**config.mk**
```make
export PLATFORM = sky130hd
export DESIGN_NAME = lod_select_hysteresis_crossfade_flat
export DESIGN_NICKNAME = d
export VERILOG_FILES = /design/src/hw/rtl/lsh_pkg.sv /design/src/hw/rtl/lsh_in_if.sv /design/src/hw/rtl/lsh_out_if.sv /design/src/hw/rtl/lsh_isqrt.sv /design/src/hw/rtl/lsh_div.sv /design/src/hw/rtl/lod_select_hysteresis_crossfade.sv /design/src/flat_wrapper.sv
export SDC_FILE = /design/constraint.sdc
export NUM_CORES = 2
export LEC_CHECK = 0
export BUFFER_PORTS_ARGS = -buffer_cell sky130_fd_sc_hd__buf_2
export CELL_PAD_IN_SITES_DETAIL_PLACEMENT = 0
export CELL_PAD_IN_SITES_GLOBAL_PLACEMENT = 1
export CORE_MARGIN = 1
export CORE_UTILIZATION = 51
export CTS_CLUSTER_DIAMETER = 50
export DETAILED_ROUTE_END_ITERATION = 12
export HOLD_SLACK_MARGIN = 0.06
export PLACE_DENSITY = 0.81
export SLEW_MARGIN = 20
export SYNTH_ARGS = -nofsm -noshare
export SYNTH_HDL_FRONTEND = slang
export SYNTH_HIERARCHICAL = 1
export SYNTH_SLANG_ARGS = --single-unit
export TNS_END_PERCENT = 30
```
**constraint.sdc**
```tcl
create_clock -name i_clk -period 23.6 [get_ports i_clk]
set_input_delay 2.36 -clock i_clk [delete_from_list [all_inputs] [get_ports i_clk]]
set_output_delay 2.36 -clock i_clk [all_outputs]
set_load 0.02 [all_outputs]
```
**src/hw/rtl/lsh_pkg.sv**
```systemverilog
// Shared constants for the distance level-of-detail selector.
`default_nettype none
package lsh_pkg;
    localparam int MAX_LEVELS = 4;
    localparam int SUM_W      = 50;
    localparam int ROOT_W     = 25;
    localparam int BAND_W     = 46;
    localparam int REM_W      = 48;
    localparam int Q_W        = 17;
    localparam int MA_W       = 28;
    localparam int MB_W       = 25;
    localparam int PROD_W     = MA_W + MB_W;

    localparam logic [BAND_W-1:0] BAND_MIN  = BAND_W'(16777);
    localparam logic [MB_W-1:0]   HYST_UP   = MB_W'(72090);
    localparam logic [MB_W-1:0]   HYST_DOWN = MB_W'(58982);
    localparam logic [16:0]       FADE_MIN  = 17'd66;
    localparam logic [16:0]       FADE_MAX  = 17'd65536;

    localparam logic [2:0] REG_LEVEL_COUNT     = 3'd0;
    localparam logic [2:0] REG_THRESHOLD_COUNT = 3'd1;
    localparam logic [2:0] REG_THRESHOLD_0     = 3'd2;
    localparam logic [2:0] REG_THRESHOLD_1     = 3'd3;
    localparam logic [2:0] REG_THRESHOLD_2     = 3'd4;
    localparam logic [2:0] REG_THRESHOLD_3     = 3'd5;
    localparam logic [2:0] REG_FADE_WIDTH      = 3'd6;
    localparam logic [2:0] REG_CROSSFADE_EN    = 3'd7;

    typedef struct packed {
        logic start;
        logic done;
    } t_unit_ctl;
endpackage
`default_nettype wire

```
**src/hw/rtl/lsh_in_if.sv**
```systemverilog
// Request channel carrying camera and object coordinates.
`default_nettype none
interface lsh_in_if;
    logic               valid;
    logic               ready;
    logic signed [23:0] cam_x;
    logic signed [23:0] cam_y;
    logic signed [23:0] cam_z;
    logic signed [23:0] obj_x;
    logic signed [23:0] obj_y;
    logic signed [23:0] obj_z;
    modport source (output valid, cam_x, cam_y, cam_z, obj_x, obj_y, obj_z, input ready);
    modport sink   (input valid, cam_x, cam_y, cam_z, obj_x, obj_y, obj_z, output ready);
endinterface
`default_nettype wire

```
**src/hw/rtl/lsh_out_if.sv**
```systemverilog
// Result channel carrying the selected level and blend data.
`default_nettype none
interface lsh_out_if;
    logic        valid;
    logic        ready;
    logic [1:0]  level;
    logic        fade_active;
    logic [1:0]  fade_finer;
    logic [1:0]  fade_coarser;
    logic [16:0] fade_factor;
    modport source (output valid, level, fade_active, fade_finer, fade_coarser, fade_factor,
                    input ready);
    modport sink   (input valid, level, fade_active, fade_finer, fade_coarser, fade_factor,
                    output ready);
endinterface
`default_nettype wire

```
**src/hw/rtl/lsh_isqrt.sv**
```systemverilog
// Iterative integer square root, two radicand bits per cycle.
`default_nettype none
module lsh_isqrt import lsh_pkg::*; (
    input  logic              i_clk,
    input  logic              i_rst_n,
    input  logic              i_start,
    input  logic [SUM_W-1:0]  i_val,
    output logic              o_done,
    output logic [ROOT_W-1:0] o_root
);
    logic             r_busy;
    logic [4:0]       r_k;
    logic [SUM_W-1:0] r_n;
    logic [SUM_W-1:0] r_root;
    logic [SUM_W-1:0] w_bit;
    logic [SUM_W-1:0] w_try;

    assign w_bit  = SUM_W'(1) << {r_k, 1'b0};
    assign w_try  = r_root + w_bit;
    assign o_root = r_root[ROOT_W-1:0];

    always_ff @(posedge i_clk) begin
        if (!i_rst_n) begin
            r_busy <= 1'b0;
            o_done <= 1'b0;
            r_k    <= '0;
        end else begin
            o_done <= 1'b0;
            if (i_start) begin
                r_busy <= 1'b1;
                r_k    <= 5'd24;
                r_n    <= i_val;
                r_root <= '0;
            end else if (r_busy) begin
                if (r_n >= w_try) begin
                    r_n    <= r_n - w_try;
                    r_root <= (r_root >> 1) + w_bit;
                end else begin
                    r_root <= r_root >> 1;
                end
                r_k <= r_k - 5'd1;
                if (r_k == '0) begin
                    r_busy <= 1'b0;
                    o_done <= 1'b1;
                end
            end
        end
    end
endmodule
`default_nettype wire

```
**src/hw/rtl/lsh_div.sv**
```systemverilog
// Iterative restoring divider giving a Q1.16 fraction of num over den.
`default_nettype none
module lsh_div import lsh_pkg::*; (
    input  logic              i_clk,
    input  logic              i_rst_n,
    input  logic              i_start,
    input  logic [BAND_W-1:0] i_num,
    input  logic [BAND_W-1:0] i_den,
    output logic              o_done,
    output logic [Q_W-1:0]    o_q
);
    logic             r_busy;
    logic [4:0]       r_cnt;
    logic [REM_W-1:0] r_rem;
    logic [REM_W-1:0] r_den;
    logic             w_ge;

    assign w_ge = r_rem >= r_den;

    always_ff @(posedge i_clk) begin
        if (!i_rst_n) begin
            r_busy <= 1'b0;
            o_done <= 1'b0;
            r_cnt  <= '0;
        end else begin
            o_done <= 1'b0;
            if (i_start) begin
                r_busy <= 1'b1;
                r_cnt  <= 5'(Q_W - 1);
                r_rem  <= REM_W'(i_num);
                r_den  <= REM_W'(i_den);
                o_q    <= '0;
            end else if (r_busy) begin
                o_q   <= {o_q[Q_W-2:0], w_ge};
                r_rem <= (w_ge ? r_rem - r_den : r_rem) << 1;
                r_cnt <= r_cnt - 5'd1;
                if (r_cnt == '0) begin
                    r_busy <= 1'b0;
                    o_done <= 1'b1;
                end
            end
        end
    end
endmodule
`default_nettype wire

```
**src/hw/rtl/lod_select_hysteresis_crossfade.sv**
```systemverilog
// Top level: sequencer around a shared multiplier, square root and divider.
//  channel  | dir | handshake     | payload
//  i_in     | in  | valid / ready | cam_x..z, obj_x..z (signed Q16.8)
//  o_out    | out | valid / ready | level, fade_active/finer/coarser/factor
//  i_cfg_*  | in  | write enable  | register index, 24-bit data
// The 25-step square root and, when a blend band is hit, the 17-step divide dominate
// the time one request takes.
// Input ready is high only while idle; a waiting result holds the sequencer.
// Synchronous active-low reset restores register defaults and level zero.
`default_nettype none
module lod_select_hysteresis_crossfade import lsh_pkg::*; (
    input  logic        i_clk,
    input  logic        i_rst_n,
    input  logic        i_cfg_we,
    input  logic [2:0]  i_cfg_idx,
    input  logic [23:0] i_cfg_data,
    lsh_in_if.sink      i_in,
    lsh_out_if.source   o_out
);
    typedef enum logic [3:0] {
        S_IDLE, S_SQ, S_ROOT, S_RTW, S_BO, S_BI, S_BIS, S_CMP, S_DIV, S_DIVW,
        S_HY, S_HYM, S_HYC, S_OUT
    } t_state;

    t_state r_state;
    logic [2:0]  r_lc, r_tc;
    logic [23:0] r_thr [MAX_LEVELS];
    logic [16:0] r_fw;
    logic        r_cfe;

    logic signed [23:0] r_c [3];
    logic signed [23:0] r_o [3];
    logic [1:0]         r_cnt;
    logic [SUM_W-1:0]   r_sum;
    logic [PROD_W-1:0]  r_prod;
    logic [23:0]        r_d;
    logic [1:0]         r_i;
    logic [BAND_W-1:0]  r_bo, r_bi, r_num, r_den;
    logic               r_act;
    logic [1:0]         r_fin, r_coa;
    logic [16:0]        r_fac;
    logic [1:0]         r_cur, r_des, r_bnd;
    logic               r_up;
    logic               r_ovalid;

    logic [2:0]  w_nl, w_nt, w_lim;
    logic [16:0] w_w;
    logic        w_cf;
    logic [MA_W-1:0] w_ma;
    logic [MB_W-1:0] w_mb;
    logic signed [24:0] w_diff;
    logic [23:0] w_mag;
    t_unit_ctl   w_sq_ctl, w_dv_ctl;
    logic [ROOT_W-1:0] w_root;
    logic [16:0] w_q;
    logic signed [25:0] w_t, w_prev, w_next, w_sego, w_s;
    logic signed [29:0] w_segi;
    logic        w_last;
    logic [BAND_W-1:0] w_band;
    logic signed [48:0] w_d24, w_t24, w_lo, w_hi;
    logic        w_in1, w_in2, w_more;
    logic [1:0]  w_des, w_i1;
    logic        w_found;
    logic [23:0] w_bthr;
    logic [39:0] w_ds;

    assign w_nl  = (r_lc == 3'd0) ? 3'd1 : ((r_lc > 3'(MAX_LEVELS)) ? 3'(MAX_LEVELS) : r_lc);
    assign w_nt  = (r_tc > 3'(MAX_LEVELS)) ? 3'(MAX_LEVELS) : r_tc;
    assign w_lim = (w_nt < w_nl) ? w_nt : w_nl;
    assign w_w   = (r_fw < FADE_MIN) ? FADE_MIN : ((r_fw > FADE_MAX) ? FADE_MAX : r_fw);
    assign w_cf  = r_cfe && (w_nl >= 3'd2) && (w_nt != 3'd0);

    assign w_diff = 25'(r_o[r_cnt]) - 25'(r_c[r_cnt]);
    assign w_mag  = w_diff[24] ? 24'(-w_diff) : w_diff[23:0];

    assign w_i1   = r_i + 2'd1;
    assign w_t    = 26'({1'b0, r_thr[r_i]});
    assign w_prev = (r_i == 2'd0) ? 26'sd0 : 26'({1'b0, r_thr[r_i - 2'd1]});
    assign w_next = 26'({1'b0, r_thr[w_i1]});
    assign w_last = {1'b0, w_i1} >= w_nt;
    assign w_sego = w_t - w_prev;
    assign w_s    = (w_sego < 26'sd256) ? 26'sd256 : w_sego;
    assign w_segi = w_last ? 30'(w_s) * 30'sd10 : 30'(w_next - w_t);

    always_comb begin
        if (r_state == S_BI) begin
            w_band = (w_sego <= 26'sd0 || r_prod[BAND_W-1:0] < BAND_MIN)
                ? BAND_MIN : r_prod[BAND_W-1:0];
        end else begin
            w_band = (w_segi <= 30'sd0 || r_prod[BAND_W-1:0] < BAND_MIN)
                ? BAND_MIN : r_prod[BAND_W-1:0];
        end
    end

    assign w_d24 = 49'({r_d, 16'd0});
    assign w_t24 = 49'({r_thr[r_i], 16'd0});
    assign w_lo  = w_t24 - 49'(r_bo);
    assign w_hi  = w_t24 + 49'(r_bi);
    assign w_in1 = (w_d24 > w_lo) && (w_d24 <= w_t24);
    assign w_in2 = (w_d24 > w_t24) && (w_d24 <= w_hi);
    assign w_more = ({1'b0, w_i1} + 3'd1 < w_nl) && ({1'b0, w_i1} < w_nt);

    always_comb begin
        w_des   = 2'(w_nl - 3'd1);
        w_found = 1'b0;
        for (int k = 0; k < MAX_LEVELS; k++) begin
            if (!w_found && 3'(k) < w_lim && r_d <= r_thr[k]) begin
                w_des   = 2'(k);
                w_found = 1'b1;
            end
        end
    end

    assign w_bthr = r_thr[r_bnd];
    assign w_ds   = {r_d, 16'd0};

    always_comb begin
        w_ma = '0;
        w_mb = '0;
        unique case (r_state)
            S_SQ: begin
                w_ma = MA_W'(w_mag);
                w_mb = MB_W'(w_mag);
            end
            S_BO: begin
                w_ma = MA_W'(w_sego);
                w_mb = MB_W'(w_w);
            end
            S_BI: begin
                w_ma = w_segi[MA_W-1:0];
                w_mb = MB_W'(w_w);
            end
            S_HYM: begin
                w_ma = MA_W'(w_bthr);
                w_mb = r_up ? HYST_UP : HYST_DOWN;
            end
            default: begin
                w_ma = '0;
                w_mb = '0;
            end
        endcase
    end

    assign w_sq_ctl.start = (r_state == S_ROOT);
    assign w_dv_ctl.start = (r_state == S_DIV);

    lsh_isqrt u_isqrt (
        .i_clk   (i_clk),
        .i_rst_n (i_rst_n),
        .i_start (w_sq_ctl.start),
        .i_val   (r_sum),
        .o_done  (w_sq_ctl.done),
        .o_root  (w_root)
    );

    lsh_div u_div (
        .i_clk   (i_clk),
        .i_rst_n (i_rst_n),
        .i_start (w_dv_ctl.start),
        .i_num   (r_num),
        .i_den   (r_den),
        .o_done  (w_dv_ctl.done),
        .o_q     (w_q)
    );

    assign i_in.ready         = (r_state == S_IDLE);
    assign o_out.valid        = r_ovalid;

    always_ff @(posedge i_clk) begin
        r_prod <= PROD_W'(w_ma) * PROD_W'(w_mb);
        if (!i_rst_n) begin
            r_state  <= S_IDLE;
            r_lc     <= 3'd1;
            r_tc     <= 3'd0;
            for (int k = 0; k < MAX_LEVELS; k++) begin
                r_thr[k] <= '0;
            end
            r_fw     <= 17'd6554;
            r_cfe    <= 1'b0;
            r_cur    <= '0;
            r_ovalid <= 1'b0;
            r_cnt    <= '0;
        end else begin
            if (i_cfg_we) begin
                unique case (i_cfg_idx)
                    REG_LEVEL_COUNT:     r_lc <= i_cfg_data[2:0];
                    REG_THRESHOLD_COUNT: r_tc <= i_cfg_data[2:0];
                    REG_THRESHOLD_0:     r_thr[0] <= i_cfg_data;
                    REG_THRESHOLD_1:     r_thr[1] <= i_cfg_data;
                    REG_THRESHOLD_2:     r_thr[2] <= i_cfg_data;
                    REG_THRESHOLD_3:     r_thr[3] <= i_cfg_data;
                    REG_FADE_WIDTH:      r_fw <= {i_cfg_data[16:0]};
                    REG_CROSSFADE_EN:    r_cfe <= i_cfg_data[0];
                    default:             r_cfe <= r_cfe;
                endcase
            end
            if (r_ovalid && o_out.ready && r_state != S_OUT) begin
                r_ovalid <= 1'b0;
            end
            unique case (r_state)
                S_IDLE: begin
                    if (i_in.valid) begin
                        r_c[0] <= i_in.cam_x;
                        r_c[1] <= i_in.cam_y;
                        r_c[2] <= i_in.cam_z;
                        r_o[0] <= i_in.obj_x;
                        r_o[1] <= i_in.obj_y;
                        r_o[2] <= i_in.obj_z;
                        r_cnt  <= '0;
                        r_sum  <= '0;
                        r_act  <= 1'b0;
                        r_fin  <= '0;
                        r_coa  <= '0;
                        r_fac  <= '0;
                        r_state <= S_SQ;
                    end
                end
                S_SQ: begin
                    if (r_cnt != 2'd0) begin
                        r_sum <= r_sum + SUM_W'(r_prod);
                    end
                    r_cnt <= r_cnt + 2'd1;
                    if (r_cnt == 2'd3) begin
                        r_state <= S_ROOT;
                    end
                end
                S_ROOT: r_state <= S_RTW;
                S_RTW: begin
                    if (w_sq_ctl.done) begin
                        r_d   <= (w_root > ROOT_W'(24'hFFFFFF)) ? 24'hFFFFFF : w_root[23:0];
                        r_i   <= '0;
                        r_state <= w_cf ? S_BO : S_HY;
                    end
                end
                S_BO: r_state <= S_BI;
                S_BI: begin
                    r_bo    <= w_band;
                    r_state <= S_BIS;
                end
                S_BIS: begin
                    r_bi    <= w_band;
                    r_state <= S_CMP;
                end
                S_CMP: begin
                    if (w_in1 || w_in2) begin
                        r_act <= 1'b1;
                        r_fin <= r_i;
                        r_coa <= w_i1;
                        r_num <= w_in1 ? BAND_W'(w_d24 - w_lo) : BAND_W'(w_hi - w_d24);
                        r_den <= w_in1 ? r_bo : r_bi;
                        r_state <= S_DIV;
                    end else begin
                        r_i     <= w_i1;
                        r_state <= w_more ? S_BO : S_HY;
                    end
                end
                S_DIV: r_state <= S_DIVW;
                S_DIVW: begin
                    if (w_dv_ctl.done) begin
                        r_fac   <= w_q;
                        r_state <= S_HY;
                    end
                end
                S_HY: begin
                    r_des <= w_des;
                    r_bnd <= (r_cur < w_des) ? r_cur : w_des;
                    r_up  <= w_des > r_cur;
                    if (w_nl <= 3'd1 || w_nt == 3'd0) begin
                        r_cur   <= '0;
                        r_state <= S_OUT;
                    end else if (w_des == r_cur) begin
                        r_state <= S_OUT;
                    end else begin
                        r_state <= S_HYM;
                    end
                end
                S_HYM: begin
                    if ({1'b0, r_bnd} >= w_nt || w_bthr == 24'd0) begin
                        r_cur   <= r_des;
                        r_state <= S_OUT;
                    end else begin
                        r_state <= S_HYC;
                    end
                end
                S_HYC: begin
                    if (r_up ? (41'(w_ds) > r_prod[40:0]) : (41'(w_ds) < r_prod[40:0])) begin
                        r_cur <= r_des;
                    end
                    r_state <= S_OUT;
                end
                S_OUT: begin
                    if (!r_ovalid || o_out.ready) begin
                        o_out.level        <= r_cur;
                        o_out.fade_active  <= r_act;
                        o_out.fade_finer   <= r_fin;
                        o_out.fade_coarser <= r_coa;
                        o_out.fade_factor  <= r_fac;
                        r_ovalid <= 1'b1;
                        r_state  <= S_IDLE;
                    end
                end
                default: r_state <= S_IDLE;
            endcase
        end
    end

    a_out_from_seq: assert property (@(posedge i_clk) disable iff (!i_rst_n)
        $rose(r_ovalid) |-> $past(r_state) == S_OUT)
        else $error("result raised outside output step");
    a_no_fade_factor: assert property (@(posedge i_clk) disable iff (!i_rst_n)
        (r_ovalid && !o_out.fade_active) |-> o_out.fade_factor == 17'd0)
        else $error("blend factor without active band");
    a_level_steady: assert property (@(posedge i_clk) disable iff (!i_rst_n)
        (r_state == S_IDLE) |=> $stable(r_cur))
        else $error("level moved while idle");
    a_factor_range: assert property (@(posedge i_clk) disable iff (!i_rst_n)
        w_dv_ctl.done |-> w_q <= 17'd65536)
        else $error("blend factor above one");
endmodule
`default_nettype wire

```
**src/flat_wrapper.sv**
```systemverilog
// flat-port wrapper written by rule: the top's interface ports become plain ports
module lod_select_hysteresis_crossfade_flat import lsh_pkg::*;
  (i_clk, i_rst_n, i_cfg_we, i_cfg_idx, i_cfg_data, i_in_valid, i_in_cam_x, i_in_cam_y, i_in_cam_z, i_in_obj_x, i_in_obj_y, i_in_obj_z, i_in_ready, o_out_valid, o_out_level, o_out_fade_active, o_out_fade_finer, o_out_fade_coarser, o_out_fade_factor, o_out_ready);
  lsh_in_if i_in_i ();
  lsh_out_if o_out_i ();
  input  logic i_clk;
  input  logic i_rst_n;
  input  logic i_cfg_we;
  input  logic [2:0] i_cfg_idx;
  input  logic [23:0] i_cfg_data;
  input wire logic [$bits(i_in_i.valid)-1:0] i_in_valid;
  input wire logic [$bits(i_in_i.cam_x)-1:0] i_in_cam_x;
  input wire logic [$bits(i_in_i.cam_y)-1:0] i_in_cam_y;
  input wire logic [$bits(i_in_i.cam_z)-1:0] i_in_cam_z;
  input wire logic [$bits(i_in_i.obj_x)-1:0] i_in_obj_x;
  input wire logic [$bits(i_in_i.obj_y)-1:0] i_in_obj_y;
  input wire logic [$bits(i_in_i.obj_z)-1:0] i_in_obj_z;
  output wire logic [$bits(i_in_i.ready)-1:0] i_in_ready;
  output wire logic [$bits(o_out_i.valid)-1:0] o_out_valid;
  output wire logic [$bits(o_out_i.level)-1:0] o_out_level;
  output wire logic [$bits(o_out_i.fade_active)-1:0] o_out_fade_active;
  output wire logic [$bits(o_out_i.fade_finer)-1:0] o_out_fade_finer;
  output wire logic [$bits(o_out_i.fade_coarser)-1:0] o_out_fade_coarser;
  output wire logic [$bits(o_out_i.fade_factor)-1:0] o_out_fade_factor;
  input wire logic [$bits(o_out_i.ready)-1:0] o_out_ready;
  assign i_in_i.valid = i_in_valid;
  assign i_in_i.cam_x = i_in_cam_x;
  assign i_in_i.cam_y = i_in_cam_y;
  assign i_in_i.cam_z = i_in_cam_z;
  assign i_in_i.obj_x = i_in_obj_x;
  assign i_in_i.obj_y = i_in_obj_y;
  assign i_in_i.obj_z = i_in_obj_z;
  assign i_in_ready = i_in_i.ready;
  assign o_out_valid = o_out_i.valid;
  assign o_out_level = o_out_i.level;
  assign o_out_fade_active = o_out_i.fade_active;
  assign o_out_fade_finer = o_out_i.fade_finer;
  assign o_out_fade_coarser = o_out_i.fade_coarser;
  assign o_out_fade_factor = o_out_i.fade_factor;
  assign o_out_i.ready = o_out_ready;
  lod_select_hysteresis_crossfade u_core (.i_clk(i_clk), .i_rst_n(i_rst_n), .i_cfg_we(i_cfg_we), .i_cfg_idx(i_cfg_idx), .i_cfg_data(i_cfg_data), .i_in(i_in_i), .o_out(o_out_i));
endmodule
```
## Word-level counts from Yosys, hierarchy flattened

Memory sizes are Yosys's and may differ from the RTL's. A register that Yosys moved wholly into a read port is not among the register bits.
Cells that the tools add are included.
W data, S select, Z words.

| operators by class | value |
|---|---|
| add/subtract/negate cells | 20 |
| multiply operators | 2 |
| divide/modulo/power cells | 0 |
| $lt $le $gt $ge | 34 |
| equal/unequal tests | 34 |
| shifts and indexed selects | 1 |
| multiplexer cells | 116 |
| bitwise gates (word level) | 7 |
| reduce and logical (&&, ||, !) cells | 68 |

Operators with widths:

| cell | count |
|---|---|
| $mux W50 | 7 |
| $mux W46 | 6 |
| $mux W24 | 6 |
| $pmux W28 S4 | 1 |
| $mux W17 | 6 |
| $add A50 B50 Y50 | 2 |
| $pmux W50 S2 | 1 |
| $le A24 B24 Y1 | 4 |
| $pmux W25 S3 | 1 |
| $pmux W4 S14 | 1 |
| $add A49 B50 Y50 | 1 |
| $ge A50 B50 Y1 | 1 |
| $mul A28 B25 Y50 | 1 |
| $shl A1 B6 Y50 const A | 1 |
| $sub A24 B24 Y25 | 2 |
| $sub A50 B50 Y50 | 1 |
| $ge A48 B46 Y1 | 1 |
| $mux W48 | 1 |
| $add A40 B46 Y47 | 1 |
| $gt A41 B47 Y1 | 1 |
| $le A40 B47 Y1 | 1 |
| $mux W47 | 1 |
| $sub A40 B46 Y47 | 1 |
| $sub A47 B46 Y47 | 1 |
| 71 further kinds | 232 |

| word-level totals | value |
|---|---|
| flip-flop bits (word level) | 619 |
| bits in latches | 0 |
| RAM bits | 240 |
| bits in read-only memories | 0 |
| input port bits | 176 |
| output and inout bits | 26 |
| word-level logic and storage cells | 327 |
| memories kept | 3 |

Memories:

| memory | depth | bits a word | rd ports | clocked after memory_dff | write ports | line | RTL |
|---|---|---|---|---|---|---|---|
| u_core.r_thr | 4 | 24 | 8 | 2 | 4 | lod_select_hysteresis_crossfade.sv:27 | `logic [23:0] r_thr [MAX_LEVELS];` |
| u_core.r_c | 3 | 24 | 1 | 1 | 3 | lod_select_hysteresis_crossfade.sv:31 | `logic signed [23:0] r_c [3];` |
| u_core.r_o | 3 | 24 | 1 | 1 | 3 | lod_select_hysteresis_crossfade.sv:32 | `logic signed [23:0] r_o [3];` |

## Logic depth before layout (Yosys ltp)

| logic depth | value |
|---|---|
| depth after elaboration | 24 |
| mapped depth | 71 |
| gate-level depth less buffers | 62 |

## Hierarchy

The synthesis kept the hierarchy.

By module, submodules not included:

| module | times used | cells each | area each (sq um) | sequential area each (sq um) |
|---|---|---|---|---|
| lod_select_hysteresis_crossfade | 1 | 6966 | 66206.0 | 18297.5 |
| lsh_isqrt | 1 | 1406 | 11400.9 | 3143.0 |
| lsh_div | 1 | 803 | 7736.2 | 3473.3 |

## Least setup slack after synthesis

No wires, ideal clock.

| timing | value |
|---|---|
| kind | reg2reg |
| start | register u_core.r_i[0] |
| end | register u_core.r_prod[48] |
| setup time | 0.072 ns |
| arrival | 16.718 ns |
| setup slack | 6.810 ns |
| cell stages (with the launch flop) | 71 |
| clock period less this slack | 16.790 ns |
| path through | edfxtp_1 -> clkbuf_1 -> clkbuf_1 -> clkbuf_1 -> buf_1 -> inv_1 -> ha_1 -> clkbuf_1 -> clkbuf_1 -> mux4_2 -> nor2b_1 -> ha_1 -> fa_1 -> nor2b_1 -> o21ai_0 -> a21oi_1 -> o21ai_0 -> o41a_1 -> (+35 left out) -> fa_1 -> inv_1 -> fa_1 -> inv_1 -> ha_1 -> and3_1 -> and2_1 -> a221o_1 -> a21o_1 -> a21oi_1 -> o2bb2ai_1 -> o31ai_1 -> nor3b_1 -> o221ai_1 -> a21oi_1 -> a221o_1 -> a21oi_1 -> xnor2_1 |

| on the way | value |
|---|---|
| longest elaborated chain between the ends | 10 |
| elaborated cells on any way between the ends | 14 |

Ends and longest elaborated chain:

| what | line | RTL |
|---|---|---|
| start: declaration | lod_select_hysteresis_crossfade.sv:37 | `logic [1:0] r_i;` |
| start signal: assignment | lod_select_hysteresis_crossfade.sv:253 | `r_i <= w_i1;` |
| $sub A2 B1 Y2 | lod_select_hysteresis_crossfade.sv:78 | `assign w_prev = (r_i == 2'd0) ? 26'sd0 : 26'({1'b0, r_thr[r_i - 2'd1]});` |
| $mem_v2 Z4 W24 | - |  |
| $mux W24 | lod_select_hysteresis_crossfade.sv:78 |  |
| $sub A25 B26 Y26 | lod_select_hysteresis_crossfade.sv:81 | `assign w_sego = w_t - w_prev;` |
| $lt A26 B10 Y1 | lod_select_hysteresis_crossfade.sv:82 | `assign w_s = (w_sego < 26'sd256) ? 26'sd256 : w_sego;` |
| $mux W26 | lod_select_hysteresis_crossfade.sv:82 |  |
| $mul A26 B4 Y29 | lod_select_hysteresis_crossfade.sv:83 | `assign w_segi = w_last ? 30'(w_s) * 30'sd10 : 30'(w_next - w_t);` |
| $mux W30 | lod_select_hysteresis_crossfade.sv:83 |  |
| $pmux W28 S4 (*) | lod_select_hysteresis_crossfade.sv:120 | `unique case (r_state)` |
| $mul A28 B25 Y50 (*) | lod_select_hysteresis_crossfade.sv:170 | `r_prod <= PROD_W'(w_ma) * PROD_W'(w_mb);` |
| end signal: assignment | lod_select_hysteresis_crossfade.sv:170 |  |
| end: declaration | lod_select_hysteresis_crossfade.sv:35 | `logic [PROD_W-1:0] r_prod;` |

Mark *: on every way between the ends. The rest lies on a longest branch, timed or not.
A chain may end at the register's enable or synchronous reset.

## Final worst setup path

| timing | value |
|---|---|
| start | register u_core.r_i[0] |
| end | register u_core.r_prod[49] |

The elaborated chain is that of the path after synthesis.

==> flow_results.org <==
** Power
- For this design the ratio of total power to cell area is 110.3 nW/um^2.
- Sequential Power Share :: 0.205
- Of the total power, the share spent switching nets is 0.4989.
- Internal power summed over all cells :: 5132 uW
- Net Switching :: 5109 uW
- Across the VDD grid, the largest voltage drop is 0.1177 mV.
- The share of total power dissipated in combinational logic is 0.609.
- The share of total power dissipated in the clock network is 0.186.
- LEAKAGE :: 0.04031 uW

** Logic synthesis
- Area of the mapped netlist :: 85340 sq um
- Number of flops mapped to enable cells by yosys :: 761
- Syn. warnings :: 6
- The synthesized design spends more area on one cell type than any other, namely sky130_fd_sc_hd__edfxtp_1.
- Counting flops with an async set or reset pin after synthesis yields a share of 0.
- In the post-synthesis netlist, the biggest area contributors are sky130_fd_sc_hd__edfxtp_1 (27%), sky130_fd_sc_hd__fa_1 (14%), sky130_fd_sc_hd__ha_1 (11%).
- The cell count after synthesis came out at 9175.
- Proportion of netlist area held by the largest area contributor :: 0.2678
- Among all cell types in the netlist, the one instantiated most often is sky130_fd_sc_hd__inv_1.
- The commonest cells after synthesis are sky130_fd_sc_hd__inv_1 (1106), sky130_fd_sc_hd__nand2_1 (1077), sky130_fd_sc_hd__edfxtp_1 (761), sky130_fd_sc_hd__ha_1 (742), sky130_fd_sc_hd__fa_1 (578).
- Fraction of the yosys area taken by sequential cells :: 0.2919
- Commonest register cell after synthesis :: sky130_fd_sc_hd__edfxtp_1
- Synthesis inferred 864 register bits.
- After synthesis, the mean cell area works out to 9.302 sq um.
- The number of different library cells used by synthesis comes to 119.

** Setup path
- Most used cell along the critical path :: sky130_fd_sc_hd__fa_1
- The critical path in this run is classified as reg2reg.
- In this run the critical register-to-register path is launched from u_core/r_i[0]$_DFFE_PP_.
- Length in cells of the worst reg-to-reg path :: 57
- Slack of the worst reg-to-reg path :: 4.83 ns
- CP required :: 24.26 ns
- Type of element launching the critical path :: flip-flop
- Reg-to-reg critical path endpoint :: u_core/r_prod[49]$_DFF_P_
- For this run, the slowest stage of the critical path takes 0.96 ns.
- Of all nets on the critical path, the largest fanout is 55.
- At the worst endpoint, the arrival time is 19.43 ns.
- Worst path slowest cell :: sky130_fd_sc_hd__nand2_1
- Tracing the worst setup path back leads to its startpoint at u_core/r_i[0]$_DFFE_PP_.
- Element type at the critical path end :: flip-flop

** Layout
- Number of fill cells :: 14830
- After routing the design area is 92890 sq um.
- Number of nets at the end of the flow :: 10750
- Compared with the post-synthesis result, the final layout area differs by 8.838%.
- Total area of sequential cells :: 24920 sq um
- Multi-input gate area :: 54980 sq um
- At the end of the flow the core is filled with cells to 0.5611.
- Excluding fillers, the count of instances in the completed layout stands at 11540.
- In the final layout, the share of cells above drive strength 1 is 0.08554.

** Global routing
- Maximum number of pins on one net before global-route repair :: 90
- Antenna violations before repair :: 4
- Global routing finished with a remaining overflow of 0.
- Global-route wire length before repair :: 423.9 mm
- Number of global-route vias before repair :: 68130
- In the global route stage, overall resource usage came out at 0.3343.

** Route
- Post-detailed-routing wire length :: 283.8 mm
- Average vias per placed instance :: 6.019
- For this block, the initial DRC count from the detailed router was 6977.
- Post-route antenna net violation count :: 0
- The detailed router placed 69480 vias in this run.
- Drt drc :: 0
- Before antenna repair, the detailed router went through 6 iterations.
- Average routed wire per standard cell :: 24.59 um

** Floorplan
- In this run the horizontal extent of the chip is 411.1 um.
- The floorplan has 149 rows.
- Height of the die :: 411.1 um
- I/O Pins :: 202
- Placeable core region :: 165500 sq um
- The die covers 169000 sq um.
- Starting utilization of the core area :: 0.5155

** Timing
- Transition at the pin with the smallest max-transition slack :: 1.224 ns
- For the final routed database, the setup TNS stands at 0 ns.
- The routed design could run at a clock period as short as 18.77 ns.
- Final hold violations :: 0
- Between clock sinks in the finished design, the worst skew comes to 0.05014 ns.
- Post-route worst setup slack :: 4.832 ns
- Setup violations remaining at the end of the flow were counted as 0.
- Dividing the final minimum period by the clock period gives 0.7953.
- Slew Limit Fails :: 0
- Worst relative slew slack :: 0.1842
- Timing would allow up to 53.28 MHz.
- Setup repair after global routing left no endpoint under its margin.

** Clock tree
- Post-cts gate resize count :: 0
- After clock tree synthesis, the clock-pin slew on the worst setup and hold paths is 0.06 ns.
- Clk root buf :: sky130_fd_sc_hd__clkbuf_16
- Number of buffers created by CTS :: 116
- Clock latency on the worst-skew pair, taken at its later pin, is 0.78 ns.
- Max Buffers Root-to-Sink :: 3
- TritonCTS clock tree :: yes
- The number of setup buffers added after CTS is 0.
- For this design, the CTS-stage hold fixing added 0 buffers.
- CTS built an H-tree with a depth of 3.
- The clock drives 864 sinks.

** Worst hold path
- Hold path depth :: 0
- Min-Delay Path Class :: reg2reg
- Worst Min Path Start :: u_core/r_den[5]$_DFFE_PP_
- End point of the most critical hold path :: u_core/u_div/r_den[5]$_DFFE_PP_

** Run
- Maxcap violations :: 0

** Placement
- After detailed placement, the total cell area comes to 88650 sq um.
- Hpwl dp :: 222.2 mm
- During placement, the flow inserted port buffers numbering 201.
- Routability-driven placement finished with a final weighted congestion of 1.000.
- The number of placed instances, taps included, is 11320.
- Post-placement setup slack :: 5.130 ns

** Run status
- Status :: completed
==> layout make-up <==
type / count / area share
Timing Repair Buffer: 315 / 0.02004
Antenna cell: 2 / 0.00005388
Sequential cell: 864 / 0.2682
Clock buffer: 128 / 0.03184
Tap cell: 2189 / 0.02949
Clock inverter: 90 / 0.01363
Inverter: 1108 / 0.04478
Multi-Input combinational cell: 6847 / 0.5919
==> layer usage <==
layer | track usage | vias to the layer above | routed length, um
met3 | 0.07023 | 581 | 26760
met4 | 0.1619 | 2 | 15470
met2 | 0.5166 | 3129 | 125300
met5 | 0 | - | 8
li1 | - | 31960 | -
met1 | 0.4466 | 33800 | 116200
==> power by group through the flow <==
stage                     clock (uW)  combinational (uW)  sequential [uW]
after floorplan                    0                4100             2000
after global placement             0                6100             2110
after detailed placement           0                6140             2120
after CTS                       1940                6190             2080
after global routing            2000                6840             2100
final                           1910                6240             2100
==> per-stage QoR <==
stage               total power, uW  hold slack, ns
floorplan                      6108          0.4003
global placement               8212          0.4017
detailed placement             8255          0.4045
CTS                           10220          0.4173
global route                  10940          0.4143
finish                        10240          0.4150
==> worst max-delay path, delay by kind of cell (launching register included) <==
kind | cells | cell delay, ns
mux | 2 | 0.64
flops | 1 | 0.32
fa+ha+maj | 13 | 6.22
buf+inv | 7 | 1.65
xor+xnor | 1 | 0.13
compound gates | 22 | 6.63
simple gates | 12 | 3.01
==> placed cells by master, fill, tap and decap left out, types with 182 or more instances in the layout <==
cell type                  synthesis  routed
sky130_fd_sc_hd__a21o_1          255     255
sky130_fd_sc_hd__a21oi_1         518     517
sky130_fd_sc_hd__and2_1          269     268
sky130_fd_sc_hd__buf_2            25     201
sky130_fd_sc_hd__edfxtp_1        761     761
sky130_fd_sc_hd__fa_1            578     578
sky130_fd_sc_hd__ha_1            742     741
sky130_fd_sc_hd__inv_1          1106    1104
sky130_fd_sc_hd__nand2_1        1077    1076
sky130_fd_sc_hd__nand3_1         188     188
sky130_fd_sc_hd__nor2_1          572     561
sky130_fd_sc_hd__o21ai_0         344     336
sky130_fd_sc_hd__xnor2_1         278     278
sky130_fd_sc_hd__xor2_1          183     182
==> worst max-delay path by stage <==
stage	endpoint	slack, ns	cells after the start
finish	u_core/r_prod[49]$_DFF_P_	4.83	57
global route	u_core/r_prod[49]$_DFF_P_	3.80	56
CTS	u_core/r_prod[49]$_DFF_P_	5.08	57
detailed placement	u_core/r_prod[49]$_DFF_P_	5.13	57
global placement	u_core/r_prod[49]$_DFF_P_	5.46	57
floorplan	u_core/r_prod[48]$_DFF_P_	6.81	70
==> logic make-up (layout without fill, tap and decap cells) <==
logic type               count (synthesis)  count (layout)  share of synthesized area
other                                    2              27                 0.00008800
adder cells (fa/ha/maj)               1321            1321                     0.2445
AND/OR/NAND/NOR                       2913            2913                     0.1639
flip-flops                             864             864                     0.2919
multiplexers                           199             199                    0.03765
buffers and inverters                 1487            1641                    0.06810
XOR/XNOR                               461             461                    0.04731
AO/OA/AOI/OAI                         1928            1928                     0.1465
==> registers in the layout, indices dropped and copies added (netlist names), 17 cells and up, named ones only <==
register                  count
u_core/u_div/r_den           46
u_core/r_sum                 50
u_core/r_fac                 17
u_core/r_prod                50
u_core/r_num                 46
u_core/r_bi                  46
u_core/u_isqrt/r_root        50
u_core/r_c                   72
u_core/u_div/o_q             17
u_core/u_div/r_rem           48
u_core/r_fw                  17
u_core/r_thr                 96
u_core/o_out.fade_factor     17
u_core/r_bo                  46
u_core/r_d                   24
u_core/u_isqrt/r_n           50
u_core/r_den                 45
u_core/r_o                   72
Note: power is estimated with default switching activity, not from simulation.
